==> src/sensor_link_health_watchdog_core_defines.svh <==
// Assertion macros shared by the watchdog RTL
`ifndef SENSOR_LINK_HEALTH_WATCHDOG_CORE_DEFINES_SVH
`define SENSOR_LINK_HEALTH_WATCHDOG_CORE_DEFINES_SVH

// Check a property while out of reset
`define SLHW_ASSERT(lbl, prop, msg) \
	lbl: assert property (@(posedge clk) disable iff (!arst_n) prop) else $error(msg);

// Check a property at every edge, reset included
`define SLHW_ASSERT_ALWAYS(lbl, prop, msg) \
	lbl: assert property (@(posedge clk) prop) else $error(msg);

`endif

==> src/slhw_pkg.sv <==
`default_nettype none
package slhw_pkg;

	localparam int TIME_BITS = 48;
	localparam int REG_W     = 48;
	localparam int CMP_W     = (TIME_BITS > REG_W) ? TIME_BITS : REG_W;
	localparam int IN_W      = ((TIME_BITS + 9 + 7) / 8) * 8;
	localparam int OUT_W     = 24;
	localparam int IDX_W     = 3;

	localparam logic OP_PET   = 1'b0;
	localparam logic OP_CHECK = 1'b1;

	localparam logic [1:0] EV_NONE     = 2'd0;
	localparam logic [1:0] EV_COMM     = 2'd1;
	localparam logic [1:0] EV_MISMATCH = 2'd2;
	localparam logic [1:0] EV_NO_DATA  = 2'd3;

	localparam logic [IDX_W-1:0] REG_DATA_TIMEOUT   = 3'd0;
	localparam logic [IDX_W-1:0] REG_PROBE_INTERVAL = 3'd1;
	localparam logic [IDX_W-1:0] REG_COMM_FAIL_LIM  = 3'd2;
	localparam logic [IDX_W-1:0] REG_NO_DATA_LIM    = 3'd3;
	localparam logic [IDX_W-1:0] REG_EXPECTED_ID    = 3'd4;

	localparam logic [REG_W-1:0] RST_DATA_TIMEOUT   = REG_W'(500000);
	localparam logic [REG_W-1:0] RST_PROBE_INTERVAL = REG_W'(1000000);
	localparam logic [7:0]       RST_COMM_FAIL_LIM  = 8'd3;
	localparam logic [7:0]       RST_NO_DATA_LIM    = 8'd3;
	localparam logic [7:0]       RST_EXPECTED_ID    = 8'd104;

	typedef struct packed {
		logic                 opcode;
		logic [TIME_BITS-1:0] now_time;
		logic                 probe_ok;
		logic [7:0]           probe_id;
	} item_t;

	typedef struct packed {
		logic [REG_W-1:0] data_timeout;
		logic [REG_W-1:0] probe_interval;
		logic [7:0]       comm_fail_limit;
		logic [7:0]       no_data_limit;
		logic [7:0]       expected_id;
	} cfg_t;

	typedef struct packed {
		logic [TIME_BITS-1:0] last_pet_time;
		logic [TIME_BITS-1:0] last_probe_time;
		logic [7:0]           fail_cnt;
		logic [7:0]           no_data_cnt;
		logic                 disconnected;
	} state_t;

	typedef struct packed {
		logic [7:0] stale_count;
		logic [7:0] fail_count;
		logic       disconnected;
		logic [1:0] error_event;
		logic       timed_out;
		logic       probe_used;
	} result_t;

	function automatic logic [7:0] sat_inc(input logic [7:0] v);
		sat_inc = (v == 8'hFF) ? v : v + 8'd1;
	endfunction

endpackage
`default_nettype wire

==> src/slhw_eval.sv <==
`default_nettype none
module slhw_eval
	import slhw_pkg::*;
(
	input  item_t   item,
	input  state_t  st,
	input  cfg_t    cfg,
	output state_t  nxt,
	output result_t res
);

	logic [TIME_BITS-1:0] since_pet;
	logic [TIME_BITS-1:0] since_probe;
	logic                 is_to;
	logic                 due;
	logic [7:0]           fail_inc;
	logic [7:0]           nd_inc;
	logic [1:0]           event_code;

	assign since_pet   = item.now_time - st.last_pet_time;
	assign since_probe = item.now_time - st.last_probe_time;
	assign is_to       = CMP_W'(since_pet) > CMP_W'(cfg.data_timeout);
	assign due         = CMP_W'(since_probe) > CMP_W'(cfg.probe_interval);
	assign fail_inc    = sat_inc(st.fail_cnt);
	assign nd_inc      = sat_inc(st.no_data_cnt);

	always_comb begin
		nxt        = st;
		event_code = EV_NONE;
		if (item.opcode == OP_PET) begin
			nxt.last_pet_time = item.now_time;
			nxt.no_data_cnt   = 8'd0;
		end else if (is_to || due) begin
			if (due) begin
				nxt.last_probe_time = item.now_time;
			end
			if (!item.probe_ok) begin
				nxt.no_data_cnt = 8'd0;
				if (fail_inc >= cfg.comm_fail_limit) begin
					event_code       = EV_COMM;
					nxt.fail_cnt     = 8'd0;
					nxt.disconnected = 1'b1;
				end else begin
					nxt.fail_cnt = fail_inc;
				end
			end else begin
				nxt.fail_cnt = 8'd0;
				if (item.probe_id != cfg.expected_id) begin
					event_code       = EV_MISMATCH;
					nxt.disconnected = 1'b1;
				end else begin
					nxt.disconnected = 1'b0;
					if (is_to) begin
						if (nd_inc >= cfg.no_data_limit) begin
							event_code      = EV_NO_DATA;
							nxt.no_data_cnt = 8'd0;
						end else begin
							nxt.no_data_cnt = nd_inc;
						end
					end else begin
						nxt.no_data_cnt = 8'd0;
					end
				end
			end
		end
	end

	always_comb begin
		res.probe_used   = (item.opcode == OP_CHECK) && (is_to || due);
		res.timed_out    = (item.opcode == OP_CHECK) && is_to;
		res.error_event  = event_code;
		res.disconnected = nxt.disconnected;
		res.fail_count   = nxt.fail_cnt;
		res.stale_count  = nxt.no_data_cnt;
	end

endmodule
`default_nettype wire

==> src/sensor_link_health_watchdog_core.sv <==
// Sensor link health watchdog.
// Requests enter on the s_* stream: s_tuser is the opcode (pet or health check),
// s_tdata carries the timestamp and the probe result. Every request yields
// exactly one result on the m_* stream with the error event and link status.
// Configuration is written through cfg_we/cfg_index/cfg_data; the user must write it only while
// idle, which the block itself does not enforce; unknown indexes are ignored.
// A request passes through the input register, then the result register, before its result
// appears. Throughput: one request per cycle while the receiver does not stall; the
// state update for a request is combinational between the two registers.
// When the receiver stalls, the result register holds, the input register
// fills, and s_tready drops until m_tready returns; nothing is lost.
// Reset (arst_n low) empties both registers, clears all timestamps and counters,
// clears the disconnected flag and loads the default configuration.
`default_nettype none
`include "sensor_link_health_watchdog_core_defines.svh"
module sensor_link_health_watchdog_core
	import slhw_pkg::*;
(
	input  wire logic             clk,
	input  wire logic             arst_n,
	input  wire logic             s_tvalid,
	output logic                  s_tready,
	input  wire logic [IN_W-1:0]  s_tdata,  // now_time, probe_ok, probe_id, zero fill
	input  wire logic             s_tuser,  // opcode
	output logic                  m_tvalid,
	input  wire logic             m_tready,
	output logic [OUT_W-1:0]      m_tdata,  // probe_used, timed_out, error_event,
	                                        // disconnected, fail_count, stale_count, zero fill
	input  wire logic             cfg_we,
	input  wire logic [IDX_W-1:0] cfg_index,
	input  wire logic [REG_W-1:0] cfg_data
);

	cfg_t    cfg_q;
	state_t  state_q;
	state_t  state_nxt;
	item_t   item_s1;
	logic    vld_s1;
	result_t res_q;
	result_t res_nxt;
	logic    out_vld_q;
	logic    advance;

	assign advance  = !out_vld_q || m_tready;
	assign s_tready = !vld_s1 || advance;
	assign m_tvalid = out_vld_q;
	assign m_tdata  = OUT_W'(res_q);

	always_ff @(posedge clk or negedge arst_n) begin
		if (!arst_n) begin
			cfg_q.data_timeout    <= RST_DATA_TIMEOUT;
			cfg_q.probe_interval  <= RST_PROBE_INTERVAL;
			cfg_q.comm_fail_limit <= RST_COMM_FAIL_LIM;
			cfg_q.no_data_limit   <= RST_NO_DATA_LIM;
			cfg_q.expected_id     <= RST_EXPECTED_ID;
		end else if (cfg_we) begin
			unique case (cfg_index)
				REG_DATA_TIMEOUT:   cfg_q.data_timeout    <= cfg_data;
				REG_PROBE_INTERVAL: cfg_q.probe_interval  <= cfg_data;
				REG_COMM_FAIL_LIM:  cfg_q.comm_fail_limit <= cfg_data[7:0];
				REG_NO_DATA_LIM:    cfg_q.no_data_limit   <= cfg_data[7:0];
				REG_EXPECTED_ID:    cfg_q.expected_id     <= cfg_data[7:0];
				default: ;
			endcase
		end
	end

	always_ff @(posedge clk or negedge arst_n) begin
		if (!arst_n) begin
			vld_s1 <= 1'b0;
		end else if (s_tready) begin
			vld_s1 <= s_tvalid;
		end
	end

	always_ff @(posedge clk) begin
		if (s_tready && s_tvalid) begin
			item_s1.opcode   <= s_tuser;
			item_s1.now_time <= s_tdata[TIME_BITS-1:0];
			item_s1.probe_ok <= s_tdata[TIME_BITS];
			item_s1.probe_id <= s_tdata[TIME_BITS+8:TIME_BITS+1];
		end
	end

	slhw_eval u_eval (
		.item (item_s1),
		.st   (state_q),
		.cfg  (cfg_q),
		.nxt  (state_nxt),
		.res  (res_nxt)
	);

	always_ff @(posedge clk or negedge arst_n) begin
		if (!arst_n) begin
			state_q   <= '0;
			out_vld_q <= 1'b0;
		end else if (advance) begin
			out_vld_q <= vld_s1;
			if (vld_s1) begin
				state_q <= state_nxt;
			end
		end
	end

	always_ff @(posedge clk) begin
		if (advance && vld_s1) begin
			res_q <= res_nxt;
		end
	end

	`SLHW_ASSERT(a_comm_disc, m_tvalid && res_q.error_event == EV_COMM |-> res_q.disconnected && res_q.fail_count == 8'd0, "comm error without disconnect or with live fail count")
	`SLHW_ASSERT(a_unused_quiet, m_tvalid && !res_q.probe_used |-> res_q.error_event == EV_NONE && !res_q.timed_out, "event or timeout on a request that used no probe")
	`SLHW_ASSERT(a_mismatch_disc, m_tvalid && res_q.error_event == EV_MISMATCH |-> res_q.disconnected && res_q.fail_count == 8'd0, "identity mismatch without disconnect")
	`SLHW_ASSERT(a_state_follows, m_tvalid && $rose(m_tvalid) |-> res_q.fail_count == state_q.fail_cnt && res_q.stale_count == state_q.no_data_cnt, "result status differs from stored state")
	`SLHW_ASSERT_ALWAYS(a_reset_empty, $rose(arst_n) |-> !m_tvalid && !vld_s1, "pipeline not empty out of reset")

endmodule
`default_nettype wire
==> config.mk <==
export PLATFORM = sky130hd
export DESIGN_NAME = sensor_link_health_watchdog_core
export DESIGN_NICKNAME = d
export VERILOG_FILES = /design/src/slhw_pkg.sv /design/src/slhw_eval.sv /design/src/sensor_link_health_watchdog_core.sv
export VERILOG_INCLUDE_DIRS = /design/src /design/src/src
export SDC_FILE = /design/constraint.sdc
export NUM_CORES = 1
export LEC_CHECK = 0
export ABC_AREA = 1
export BUFFER_PORTS_ARGS = -buffer_cell sky130_fd_sc_hd__buf_2
export CAP_MARGIN = 0
export CORE_UTILIZATION = 33
export DETAILED_ROUTE_END_ITERATION = 7
export PLACE_DENSITY = 0.46
export SETUP_SLACK_MARGIN = 0.15
export SLEW_MARGIN = 20
export SYNTH_ARGS = -nofsm -noshare
export SYNTH_HDL_FRONTEND = slang
export SYNTH_SLANG_ARGS = --single-unit
==> constraint.sdc <==
create_clock -name clk -period 4.3 [get_ports clk]
set_input_delay 0.43 -clock clk [delete_from_list [all_inputs] [get_ports clk]]
set_output_delay 0.43 -clock clk [all_outputs]
set_load 0.005 [all_outputs]
Yosys cells after proc, flatten, opt, wreduce, memory -nomap -nowiden --
Cells that the tools add are included.
Storage, ports and cells: flip-flop bits (word level) 314, input bits 121, output and inout port bits 26, word-level logic and storage cells 75
Operators by class: add/subtract/negate cells 4, magnitude comparators 4, equal/unequal tests 7, multiplexer cells 18, bitwise logic cells 1, reduce and logical (&&, ||, !) cells 19
Operators by type and width (count):
- 48-bit greater-than comparator | 2
- 48-bit subtractor | 2
- 8-bit two-way mux | 8
- 17-bit two-way mux | 2
- 8-bit by 1-bit adder with 8-bit output (second input constant) | 2
- 8-bit equality test (second input constant) | 2
- 8-bit greater-or-equal comparator | 2
- 2-bit AND reduction | 7
- 2-bit two-way mux | 4
- 8-bit != test | 1
- 3-bit by 2-bit equality test with 1-bit output (second input constant) | 2
- 5-bit AND reduction | 1
- 1-bit logical AND | 4
- 1-bit two-way mux | 4
- 3-bit by 1-bit equality test with 1-bit output (second input constant) | 1
- 3-bit equality test (second input constant) | 1
- 3-bit logical NOT | 1
- 1-bit logical OR | 3
- 3-bit AND reduction | 1
- 1-bit logical NOT | 2
- 1-bit NOT | 1

Logic depth before layout (Yosys ltp) --
Gate-level depths: netlist of run 1.
word-level depth 9, gate-level depth with buffers 34, mapped depth without buffers 34

Modules after synthesis --
Synthesis of run 1 repeated with hierarchy kept, for this count alone.
Second synthesis, totals: cell total of the unflattened synthesis 3383, area, all modules 24088.1 um^2
By module, submodules not included:
- slhw_eval | instances 1, cells each 2269, area each 12435.7 um^2, sequential area each 0.0 um^2
- sensor_link_health_watchdog_core | instances 1, cells each 1114, area each 11652.4 um^2, sequential area each 8279.2 um^2

Worst setup path before layout of run 1 --
No wires, ideal clock.
path kind register to register, from register item_s1[9] (netlist bit), to register res_q, in the netlist m_tdata[10], data pin, library setup time 255 ps, arrival time 3652 ps, required time 4045 ps, setup slack 394 ps, cell stages (with the launch flop) 26, buffers on the path 1, period minus slack after synthesis 3906 ps, cell sequence edfxtp_1 > inv_1 > ha_1 > inv_1 > fa_1 > nand3_1 > nand2_1 > a21oi_1 > o21ai_1 > a21oi_1 > o21ai_1 > nand2_1 > nand2_1 > xor2_1 > ha_1 > nand2_1 > nor3_2 > nand2_1 > nor2_1 > nand2_1 > nand3_2 > nand2_4 > nand2_4 > buf_6 > nand3_1 > and2_1
RTL lines:
- start, declared | line sensor_link_health_watchdog_core.sv:37 | item_t item_s1;
- end signal, assigned | line sensor_link_health_watchdog_core.sv:107 | res_q <= res_nxt;
- end, declared | line sensor_link_health_watchdog_core.sv:39 | result_t res_q;

==> run_results.csv, run 1 <==
group,metric,value,unit
critical_path,critical_path.max_stage_delay,0.50,ns
global_routing,grtUsageTotal,21.4,%
timing,fmax,228,MHz
synthesis,postSynthCellCount,2791,
synthesis,yosys.area.top_type_share,25.1,%
drt,via_count,20200,
critical_path,endpoint_arrival_time_on_the_critical_path,4.71,ns
floorplanning,die_width,256,um
synthesis,syn-cell-area,0.0213,mm2
global_routing,grt_start_max_net_pins,97,
timing,finClkSkew,0.0140,ns
timing,report.final.slew_viol_count,0,
drt,drt_drc_violations_left,0,
critical_path,worstSetupStartpointType,"register",
layout,nFillCells,6420,
global_routing,grt_antenna_before_repair,0,
critical_path,cpMaxStageDelayCell,"sky130_fd_sc_hd__edfxtp_1",
placement,dp.final_hpwl,55.0,mm
drt,drt_iter0_markers,1106,
pwr,sequentialPowerShare,19.4,%
floorplanning,floorplan.core_area,0.0635,mm2
floorplanning,starting_density_of_the_core,33.6,%
timing,period_minus_slack,4.38,ns
clock_tree,ctsRootBufferMaster,"sky130_fd_sc_hd__clkbuf_16",
min_path,hold-path-endpoint,"item_s1[42]",
min_path,hp-start,"s_tdata[33]",
timing,max_transition_margin,30.4,%
synthesis,synth_compound_area_share,14.6,%
timing,final_min_period_over_clock_period,102,%
clock_tree,clkSinkCount,314,
timing,report.final.setup_viol,39,
layout,layout.nets,3681,
layout,design_area,0.0294,mm2
global_routing,grt_pass1_vias,20400,
clock_tree,clock_tree.buffer_depth,3,
layout,antenna_cells_inserted,0,
synthesis,yosys_warnings,0,
critical_path,critical_path.endpoint_type,"register",
pwr,power,0.0222,W
placement,dpl-instance-area,0.0257,mm2
critical_path,crit_top_cell,"sky130_fd_sc_hd__nand2_1",
critical_path,path_class,"register to register",
synthesis,synthTopCellsByArea,"sky130_fd_sc_hd__dfrtp_1 (25%), sky130_fd_sc_hd__ha_1 (12%), sky130_fd_sc_hd__edfxtp_1 (11%)",
layout,layout.cells.most_common_list,"sky130_fd_sc_hd__nand2_1 (551), sky130_fd_sc_hd__inv_1 (462), sky130_fd_sc_hd__buf_4 (381)",
layout,post_layout_nonfiller_instances,4228,
timing,layout_setup_ws,-0.0840,ns
pwr,power.share.combinational,64.2,%
synthesis,synth_area_leader_cell,"sky130_fd_sc_hd__dfrtp_1",
global_routing,globalRoute.totalOverflow,0,
layout,post_route_cells_drive_above_1_share,27.3,%
synthesis,combinational_family_with_the_most_area_after_synthesis,"simple AND/OR/NAND/NOR gates",
drt,wl,72.1,mm
pwr,power_switching_share,43.0,%
clock_tree,clock_latency,0.57,ns
placement,place.gp.congestion,0.926,
critical_path,crit_path_cell_trace,"ha_1, a21o_1, a31oi_1, o21ai_0, a21oi_1, nand3_2, buf_4, xor2_1, ha_1, nand2_1, nand2_1, nand2_1, nand2_1, nand2_1, nand3_1, a21oi_2, nand3_2, nand2_4, buf_6, nand2_8, nand2_8, buf_8, nand2_4, and2_4",
floorplanning,chipHeight,256,um
drt,detail_route.wl_per_cell,17.0,um
synthesis,synth-seq-cells,314,
synthesis,synth_simple_gate_area_share,20.5,%
pwr,power.switching,0.00952,W
clock_tree,cts_htree_levels,2,
clock_tree,cts.clk_slew.worst_paths,0.06,ns
critical_path,worst_path_dominant_cell_family,"simple AND/OR/NAND/NOR gates",
floorplanning,io-pin-count,147,
critical_path,path_max_fanout,6,
timing,grt_setup_unrepaired,"yes",
critical_path,r2r_cells,24,
pwr,cellPowerDensity,754,mW/mm2
synthesis,share_of_the_yosys_chip_area_belonging_to_registers,38.8,%
layout,syn_to_final_growth,37.8,%
critical_path,path_buf_inv,3,
floorplanning,fp.dieArea,0.0657,mm2
flow_run,maxCapViolations,0,
synthesis,synthMuxAreaShare,0.0528,%
synthesis,synth_xor_xnor_area_share,4.02,%
pwr,power.internal,0.0126,W
synthesis,ys_types,50,
pwr,p_leak,14.6,nW
drt,antenna_violating_nets_post_route,0,
placement,io_buffer_count,136,
layout,final_common_cell,"sky130_fd_sc_hd__nand2_1",
critical_path,crit-reg2reg-capture,"m_tdata[7]",
run_status,failed_checks,"setup timing",
pwr,ir_drop,324,uV
drt,number_of_vias_per_cell,4.77,
critical_path,timing.rr.start,"item_s1[41]",
drt,drt-pass1-iter-count,5,
min_path,worst_hold_class,"input pin to register",
clock_tree,cts_tree,"done",
min_path,worstHoldPathCells,1,
timing,timing_hold_violations_final,0,
timing,slew_at_the_pin_with_the_worst_max_slew_slack,1.04,ns
global_routing,grt_pass1_wl,111,mm
floorplanning,placementRows,92,
critical_path,setup.reg_to_reg.worst_slack,-0.08,ns
synthesis,post_synthesis_share_of_cell_area_spent_on_full_adders_half_adders_and_majority_gates,12.4,%
pwr,share_clk_of_total_power,16.3,%
clock_tree,tritoncts_buffers,40,
run_status,run_status,"finished with violations",
synthesis,post_synthesis_area_per_instance,7.65,um2
critical_path,cp_data_required_time,4.62,ns
placement,numPlacedInstances,4087,
==> worst max path at each step <==
stage	startpoint	end	cells past startpoint
after floorplan	item_s1[9]	m_tdata[10]	25
after global placement	item_s1[9]	m_tdata[9]	26
after detailed placement	item_s1[9]	m_tdata[12]	26
after CTS	item_s1[9]	state_q[29]	30
after global routing	item_s1[9]	m_tdata[7]	31
final	item_s1[41]	m_tdata[7]	24
==> synth_stat cells (all sizes together) <==
library cell  instances
xnor2                28
buf                  23
and3                  6
a21boi                4
o22ai                 1
clkbuf               33
o221ai                2
nand3               120
a211o                 1
xor2                 70
o21a                 14
o211ai                1
or2                   5
mux2                  1
nand2               624
dfrtp               214
o221a                 1
and2                  9
inv                 470
dfstp                21
ha                  208
nor2                236
edfxtp               79
o31ai                 1
fa                    2
nor3                 24
o21ai               258
o2111ai               1
a21oi               220
nor4                  6
nand3b                3
a211oi                2
a31oi                38
nand4                27
o21bai               23
a21o                 13
clkinv                1
conb                  1
==> cell families after synthesis <==
group	after synthesis
simple gates	1060
compound gates	580
buf+inv	527
flops	314
fa+ha+maj	210
xor+xnor	98
other cells	1
mux	1
==> per-layer routing <==
metal	track usage, %	up-vias	part of all wire (%)
met5	0	-	0
met4	6.25	0	2.5
met3	2.73	96	3.7
met2	36.0	334	47
met1	28.7	9505	47
li1	-	10200	-
==> power groups by stage <==
stage,Sequential (W),Combinational [W],Clock (W)
finish,0.00430,0.0142,0.00362
global route,0.00440,0.0157,0.00383
floorplan,0.00423,0.00686,0
detailed placement,0.00435,0.0116,0
global placement,0.00433,0.0114,0
CTS,0.00431,0.0132,0.00373
==> stage by stage <==
stage	TNS, ns	setup WS, ns	utilization [%]	hold slack [ns]
after CTS	-2.76	-0.0823	44.7	0.00173
after global placement	-32.05	-0.466	40.4	0.468
after global routing	-19.39	-0.306	46.3	0.0103
final	-1.30	-0.0840	46.3	0.0316
after floorplan	0	0.394	-	0.134
after detailed placement	-33.88	-0.480	40.4	0.470
==> registers in the layout, indices dropped and copies added (netlist names) <==
register,cells
cfg_q,120
state_q,113
item_s1,58
m_tdata,21
m_tvalid,1
vld_s1,1
==> layout make-up <==
class	instances	area (um2)	share of cell area, %
Multi-Input combinational cell	1952	12400	42.3
Tap cell	846	1060	3.60
Clock inverter	19	320	1.09
Inverter	471	1770	6.01
Timing Repair Buffer	571	4450	15.1
Clock buffer	55	1110	3.76
Sequential cell	314	8280	28.1
==> what timing repair did <==
item                                    CTS  global route
resized for setup                       211           169
pin swaps                                40            39
setup buffers                            33            20
cloned                                    3             9
endpoints found under the setup margin   86            86
endpoints found under the hold margin    90             0
hold buffers                              2             0
(Power assumes the default switching activity.)
==> run 2, diff against run 1 <==
--- a/config.mk
+++ b/config.mk
@@ -8,10 +8,10 @@
 export LEC_CHECK = 0
 export ABC_AREA = 1
 export BUFFER_PORTS_ARGS = -buffer_cell sky130_fd_sc_hd__buf_2
-export CAP_MARGIN = 0
+export CAP_MARGIN = 5
 export CORE_UTILIZATION = 33
 export DETAILED_ROUTE_END_ITERATION = 7
-export PLACE_DENSITY = 0.46
+export PLACE_DENSITY_LB_ADDON = 0.15
 export SETUP_SLACK_MARGIN = 0.15
 export SLEW_MARGIN = 20
 export SYNTH_ARGS = -nofsm -noshare
==> run 2 against run 1 <==
The flow still finishes with violations (setup timing); clock power about the same; wire length up 2.2%; register-to-register slack worse by 0.11 ns; largest cell class unchanged; highest routed layer unchanged.
==> run_results.csv, run 2 (synthesized netlist as in run 1, its figures left out) <==
group,metric,value,unit
timing,report.final.slew_viol_count,0,
layout,syn_to_final_growth,40.2,%
drt,drt_drc_violations_left,0,
critical_path,endpoint_arrival_time_on_the_critical_path,4.83,ns
global_routing,grtUsageTotal,22.1,%
placement,io_buffer_count,136,
min_path,hold-path-endpoint,"item_s1[57]",
drt,antenna_violating_nets_post_route,0,
critical_path,setup.reg_to_reg.worst_slack,-0.20,ns
placement,dp.final_hpwl,55.1,mm
drt,via_count,20300,
pwr,p_leak,14.8,nW
drt,number_of_vias_per_cell,4.80,
timing,timing_hold_violations_final,0,
layout,top_regs,"cfg_q (120), state_q (113), item_s1 (58)",
critical_path,crit-reg2reg-capture,"m_tdata[6]",
placement,place.gp.congestion,0.935,
min_path,hp-start,"s_tuser",
pwr,cellPowerDensity,764,mW/mm2
layout,largest_reg_flops,120,
clock_tree,tritoncts_buffers,41,
pwr,power_switching_share,43.7,%
pwr,share_clk_of_total_power,15.7,%
layout,post_layout_nonfiller_instances,4238,
timing,grt_setup_unrepaired,"yes",
critical_path,r2r_cells,24,
layout,post_route_cells_drive_above_1_share,29.6,%
min_path,worst_hold_class,"input pin to register",
global_routing,globalRoute.totalOverflow,0,
floorplanning,die_width,256,um
floorplanning,floorplan.core_area,0.0635,mm2
global_routing,grt_start_max_net_pins,122,
floorplanning,fp.dieArea,0.0657,mm2
pwr,sequentialPowerShare,18.9,%
critical_path,timing.rr.start,"item_s1[10]",
floorplanning,starting_density_of_the_core,33.6,%
layout,regMostFlops,"cfg_q",
pwr,power.internal,0.0129,W
pwr,power.share.combinational,65.4,%
global_routing,grt_pass1_vias,20500,
pwr,power.switching,0.00998,W
timing,fmax,222,MHz
run_status,failed_checks,"setup timing",
critical_path,worstSetupStartpointType,"register",
timing,max_transition_margin,28.6,%
critical_path,cp_data_required_time,4.63,ns
min_path,worstHoldPathCells,1,
flow_run,maxCapViolations,0,
floorplanning,io-pin-count,147,
drt,drt-pass1-iter-count,7,
pwr,ir_drop,314,uV
placement,numPlacedInstances,4086,
floorplanning,chipHeight,256,um
timing,period_minus_slack,4.50,ns
timing,layout_setup_ws,-0.199,ns
drt,detail_route.wl_per_cell,17.4,um
floorplanning,placementRows,92,
timing,report.final.setup_viol,84,
clock_tree,cts.clk_slew.worst_paths,0.06,ns
critical_path,critical_path.endpoint_type,"register",
pwr,power,0.0228,W
clock_tree,clock_tree.buffer_depth,3,
clock_tree,cts_htree_levels,2,
global_routing,grt_pass1_wl,114,mm
global_routing,grt_antenna_before_repair,0,
clock_tree,clock_latency,0.57,ns
clock_tree,ctsRootBufferMaster,"sky130_fd_sc_hd__clkbuf_16",
timing,finClkSkew,0.0152,ns
clock_tree,cts_tree,"done",
timing,final_min_period_over_clock_period,105,%
clock_tree,clkSinkCount,314,
timing,slew_at_the_pin_with_the_worst_max_slew_slack,1.07,ns
layout,layout.nets,3689,
layout,final_common_cell,"sky130_fd_sc_hd__nand2_1",
critical_path,path_max_fanout,7,
drt,wl,73.7,mm
run_status,run_status,"finished with violations",
drt,drt_iter0_markers,1280,
layout,layout.cells.most_common_list,"sky130_fd_sc_hd__nand2_1 (537), sky130_fd_sc_hd__inv_1 (459), sky130_fd_sc_hd__buf_4 (376)",
critical_path,path_class,"register to register",
## run 2: cell types whose count changed in the layout (fill, tap and decap cells not counted), moves of 6 or more
cell                      before  now
sky130_fd_sc_hd__nand3_1      82   67
sky130_fd_sc_hd__o21ai_1      44   29
sky130_fd_sc_hd__a21oi_2      20   34
sky130_fd_sc_hd__nand2_1     551  537
sky130_fd_sc_hd__nand3_2      31   45
sky130_fd_sc_hd__o21ai_2      27   41
sky130_fd_sc_hd__buf_16        2   15
sky130_fd_sc_hd__a21oi_1     193  182
sky130_fd_sc_hd__buf_6        24   33
sky130_fd_sc_hd__buf_12       15    8
sky130_fd_sc_hd__nand2_4      25   32
sky130_fd_sc_hd__nor2_1      217  211
## run 2: worst max-delay path by stage
stage | cells after the start | end | slack [ns] | start
2_1_floorplan | 25 | m_tdata[10] | 0.39 | item_s1[9]
3_3_place_gp | 21 | m_tdata[12] | -0.40 | item_s1[17]
3_5_place_dp | 27 | m_tdata[10] | -0.49 | item_s1[9]
4_1_cts | 30 | state_q[51] | -0.20 | item_s1[9]
5_1_grt | 29 | m_tdata[5] | -0.34 | item_s1[9]
6_report | 24 | m_tdata[6] | -0.20 | item_s1[10]
## run 2: power by group through the flow
stage          registers (W)  clock network [W]  logic, W
2_1_floorplan        0.00423                  0   0.00686
3_3_place_gp         0.00434                  0    0.0113
3_5_place_dp         0.00436                  0    0.0115
4_1_cts              0.00432            0.00369    0.0135
5_1_grt              0.00441            0.00379    0.0164
6_report             0.00432            0.00359    0.0149
## run 2: critical path, stage by stage (launching register included)
cell and delay [ns]:
sky130_fd_sc_hd__edfxtp_1 0.48, sky130_fd_sc_hd__buf_4 0.18, sky130_fd_sc_hd__buf_4 0.14, sky130_fd_sc_hd__fa_2 0.36
sky130_fd_sc_hd__nand2_1 0.07, sky130_fd_sc_hd__inv_1 0.05, sky130_fd_sc_hd__nand2_1 0.08, sky130_fd_sc_hd__nand2_2 0.08
sky130_fd_sc_hd__buf_6 0.13, sky130_fd_sc_hd__a211o_1 0.34, sky130_fd_sc_hd__a31oi_4 0.24, sky130_fd_sc_hd__buf_6 0.14
sky130_fd_sc_hd__xor2_2 0.06, sky130_fd_sc_hd__ha_1 0.28, sky130_fd_sc_hd__nand4_1 0.11, sky130_fd_sc_hd__nor3_2 0.22
sky130_fd_sc_hd__buf_4 0.16, sky130_fd_sc_hd__nand3b_1 0.19, sky130_fd_sc_hd__nor2_4 0.21, sky130_fd_sc_hd__nand3b_4 0.12
sky130_fd_sc_hd__nand2_8 0.14, sky130_fd_sc_hd__nand2_8 0.11, sky130_fd_sc_hd__nand2_8 0.14, sky130_fd_sc_hd__nand2_4 0.06
sky130_fd_sc_hd__and2_4 0.15
## run 2: layer usage
metal,global-route usage (%),part of all wire (%),wire length [um]
met1,29.6,46,34200
met5,0,0,0
met4,6.00,2.6,1950
met3,2.33,3.3,2460
met2,37.6,48,35100
## run 2: per-stage QoR
| step | setup TNS (ns) | setup WS [ns] | hold WS, ns | area [um2] | util, % |
|---|---|---|---|---|---|
| floorplan | 0 | 0.394 | 0.134 | 21300 | - |
| CTS | -10.92 | -0.200 | 0.00100 | 28600 | 45.0 |
| detailed placement | -34.76 | -0.492 | 0.473 | 25600 | 40.4 |
| global placement | -25.87 | -0.398 | 0.465 | 25600 | 40.4 |
| finish | -8.13 | -0.199 | 0.0345 | 29900 | 47.1 |
| global route | -20.89 | -0.341 | 0.00883 | 29900 | 47.1 |
## run 2: timing repair
| action | in CTS | in global routing |
|---|---|---|
| endpoints found under the setup margin | 86 | 86 |
| endpoints found under the hold margin | 11 | 0 |
| pin swaps | 63 | 79 |
| hold buffers | 1 | 0 |
| gates resized for setup | 223 | 245 |
| cloned | 13 | 4 |
| setup buffers | 30 | 25 |
## run 2: layout make-up
class	count	area, um2
multi-input cells	1954	12800
flip-flops and latches	314	8280
repair buffers	576	4610
clock inverters	21	240
well taps	846	1060
clock buffers	55	1180
inverters	471	1770
diodes	1	2.50
fillers	6423	33600
==> run 3, diff against run 2 <==
--- a/config.mk
+++ b/config.mk
@@ -16,4 +16,5 @@
 export SLEW_MARGIN = 20
 export SYNTH_ARGS = -nofsm -noshare
 export SYNTH_HDL_FRONTEND = slang
+export SYNTH_HIERARCHICAL = 1
 export SYNTH_SLANG_ARGS = --single-unit
==> run 3 against run 2 <==
The flow still finishes with violations (setup timing); synthesized cell count is 21% higher; critical path depth stayed put; area after synthesis is 13% higher; total power is 2.1% lower; non-clock buffer count is 14 lower; final cell count is 15% higher; register-to-register slack better by 0.14 ns; wire length is 23% higher; combinational power hardly changed; sequential cell count stayed put; first-iteration DRC count is 16% higher; largest cell class unchanged; largest power group unchanged; highest routed layer unchanged.
==> run_results.csv, run 3 <==
group,metric,value,unit
run_status,run_status,"finished with violations",
run_status,failed_checks,"setup timing",
timing,final_min_period_over_clock_period,101,%
pwr,power_switching_share,46.2,%
global_routing,grt_start_max_net_pins,93,
clock_tree,ctsRootBufferMaster,"sky130_fd_sc_hd__clkbuf_16",
clock_tree,clock_latency,0.58,ns
drt,drt-pass1-iter-count,6,
global_routing,grt_antenna_before_repair,2,
drt,drt_drc_violations_left,0,
pwr,ir_drop,331,uV
floorplanning,starting_density_of_the_core,33.5,%
placement,dpl-instance-area,0.0282,mm2
placement,numPlacedInstances,4720,
critical_path,timing.rr.start,"item_s1[18]",
clock_tree,cts_htree_levels,2,
placement,io_buffer_count,136,
clock_tree,clock_tree.buffer_depth,3,
clock_tree,clkSinkCount,314,
synthesis,synth_edf_count,79,
drt,drt_iter0_markers,1479,
flow_run,maxCapViolations,0,
layout,largest_reg_flops,120,
global_routing,grt_pass1_wl,136,mm
min_path,worst_hold_class,"input pin to register",
synthesis,synthFlopType,"sky130_fd_sc_hd__dfrtp_1",
drt,wl,90.8,mm
critical_path,critical_path.max_stage_delay,0.37,ns
drt,via_count,23700,
clock_tree,cts_tree,"done",
layout,design_area,0.0321,mm2
synthesis,synth_area_leader_cell,"sky130_fd_sc_hd__dfrtp_1",
layout,regMostFlops,"cfg_q",
layout,post_route_cells_drive_above_1_share,27.2,%
floorplanning,fp.dieArea,0.0741,mm2
drt,antenna_violating_nets_post_route,0,
synthesis,yosys_warnings,6,
min_path,worstHoldPathCells,1,
synthesis,postSynthCellCount,3383,
critical_path,r2r_cells,24,
layout,final_common_cell,"sky130_fd_sc_hd__nand2_1",
drt,number_of_vias_per_cell,4.88,
synthesis,post-synth-top-count-cell,"sky130_fd_sc_hd__nand2_1",
drt,detail_route.wl_per_cell,18.7,um
synthesis,post_synthesis_area_per_instance,7.12,um2
synthesis,share_of_the_yosys_chip_area_belonging_to_registers,34.4,%
clock_tree,tritoncts_buffers,39,
timing,slew_at_the_pin_with_the_worst_max_slew_slack,1.02,ns
layout,layout.cells.most_common_list,"sky130_fd_sc_hd__nand2_1 (962), sky130_fd_sc_hd__inv_1 (451), sky130_fd_sc_hd__buf_4 (387)",
placement,place.gp.congestion,0.951,
timing,finClkSkew,0.0195,ns
timing,max_transition_margin,32.0,%
layout,nFillCells,7469,
critical_path,worstSetupStartpointType,"register",
global_routing,grtUsageTotal,23.7,%
critical_path,cpMaxStageDelayCell,"sky130_fd_sc_hd__ha_2",
synthesis,yosys.area.top_type_share,22.2,%
critical_path,cp_data_required_time,4.81,ns
pwr,cellPowerDensity,696,mW/mm2
timing,report.final.slew_viol_count,0,
layout,final_util,44.7,%
layout,syn_to_final_growth,33.3,%
timing,timing_hold_violations_final,0,
critical_path,setup.reg_to_reg.worst_slack,-0.06,ns
pwr,power.switching,0.0103,W
critical_path,critical_path.endpoint_type,"register",
floorplanning,die_width,272,um
floorplanning,io-pin-count,147,
synthesis,asyncSetResetFlopFracSynth,74.8,%
critical_path,path_max_fanout,11,
floorplanning,floorplan.core_area,0.0719,mm2
pwr,power,0.0224,W
synthesis,yosys-top-cells-count,"sky130_fd_sc_hd__nand2_1 (1024), sky130_fd_sc_hd__inv_1 (465), sky130_fd_sc_hd__nand3_1 (329)",
critical_path,crit-reg2reg-capture,"state_q[26]",
global_routing,grt_pass1_vias,23200,
floorplanning,placementRows,98,
floorplanning,chipHeight,272,um
pwr,power.share.combinational,65.3,%
synthesis,syn-cell-area,0.0241,mm2
global_routing,globalRoute.totalOverflow,0,
pwr,power.internal,0.0120,W
timing,layout_setup_ws,-0.0589,ns
layout,layout.nets,4208,
timing,grt_setup_unrepaired,"yes",
pwr,sequentialPowerShare,19.2,%
placement,place_worst_setup_slack,-0.171,ns
synthesis,ys_types,55,
pwr,share_clk_of_total_power,15.5,%
critical_path,crit_top_cell,"sky130_fd_sc_hd__buf_4",
layout,post_layout_nonfiller_instances,4859,
critical_path,crit_path_cell_trace,"buf_4, buf_6, ha_2, nand2_2, nor2_1, and3_1, buf_4, nand3_1, nand4_1, xor2_2, ha_1, nand4_1, nor2_2, buf_4, a21oi_1, buf_4, nand3_4, nand3_4, buf_12, clkbuf_16, nand2_1, o21ai_1, nand3_1, nand2_1",
clock_tree,cts.clk_slew.worst_paths,0.07,ns
timing,fmax,229,MHz
synthesis,synthTopCellsByArea,"sky130_fd_sc_hd__dfrtp_1 (22%), sky130_fd_sc_hd__nand2_1 (16%), sky130_fd_sc_hd__ha_1 (11%)",
min_path,hp-start,"s_tdata[41]",
placement,dp.final_hpwl,69.3,mm
timing,period_minus_slack,4.36,ns
min_path,hold-path-endpoint,"item_s1[50]",
synthesis,synth-seq-cells,314,
timing,report.final.setup_viol,36,
pwr,p_leak,15.6,nW
critical_path,path_class,"register to register",
critical_path,endpoint_arrival_time_on_the_critical_path,4.87,ns
layout,top_regs,"cfg_q (120), state_q (113), item_s1 (58)",
-- run 3: worst max path at each step --
stage / cells after the start / end / startpoint / slack, ns
floorplan: 28 / m_tdata[8] / item_s1[9] / 0.59
global placement: 28 / state_q[14] / item_s1[21] / -0.17
detailed placement: 28 / state_q[10] / item_s1[25] / -0.17
CTS: 29 / state_q[8] / item_s1[9] / 0.12
global route: 26 / state_q[21] / item_s1[30] / -0.21
finish: 24 / state_q[26] / item_s1[18] / -0.06
-- run 3: through the flow --
stage          setup TNS (ns)  hold WS (ns)
2_1_floorplan               0         0.134
3_3_place_gp            -7.20         0.452
3_5_place_dp            -7.67         0.453
4_1_cts                     0      0.000288
5_1_grt                 -8.74       0.00650
6_report               -0.802        0.0331
-- run 3: cell type report --
| type | count | area (um2) | share of cell area (%) |
|---|---|---|---|
| clock inverters | 17 | 223 | 0.694 |
| well taps | 950 | 1190 | 3.70 |
| clock buffers | 55 | 1090 | 3.39 |
| diodes | 1 | 2.50 | 0.00779 |
| inverters | 489 | 1840 | 5.73 |
| repair buffers | 562 | 4170 | 13.0 |
| flip-flops and latches | 314 | 8280 | 25.8 |
| multi-input cells | 2471 | 15300 | 47.7 |
-- run 3: cell families after synthesis --
family	count (synthesis)	share of synthesized area [%]
adders and majority gates	210	11.0
buffers and inverters	603	10.3
AOI/OAI and AO/OA	478	11.2
other	1	0.0156
and+or+nand+nor	1676	29.4
DFF	314	34.4
xor gates and xnor gates	101	3.67
-- run 3: per-layer routing --
layer | GRT usage (%) | up-vias | routed length (um)
li1 | - | 11900 | -
met3 | 2.28 | 129 | 3650
met1 | 31.5 | 11200 | 40900
met5 | 0 | - | 0
met4 | 7.44 | 0 | 2930
met2 | 40.4 | 488 | 43200
-- run 3: power groups by stage --
stage	registers, W	logic [W]	clock network, W
finish	0.00430	0.0146	0.00346
global route	0.00440	0.0159	0.00366
CTS	0.00431	0.0132	0.00357
detailed placement	0.00434	0.0121	0
global placement	0.00434	0.0120	0
floorplan	0.00419	0.00707	0
-- run 3: repair_timing --
item	CTS	global route
buffers inserted	22	26
endpoints found under the hold margin	90	0
gates cloned	4	7
resized for setup	193	240
pin swaps	63	67
setup endpoints to repair	86	86
hold buffers	7	0
-- run 3: worst max-delay path: cells and delay by family (launching register included) --
family                     cells  cell delay, ns
adders and majority gates      2            0.65
buffers and inverters          7            1.13
xor gates and xnor gates       1            0.26
DFF                            1            0.35
and+or+nand+nor               12            1.68
AOI/OAI and AO/OA              2            0.20
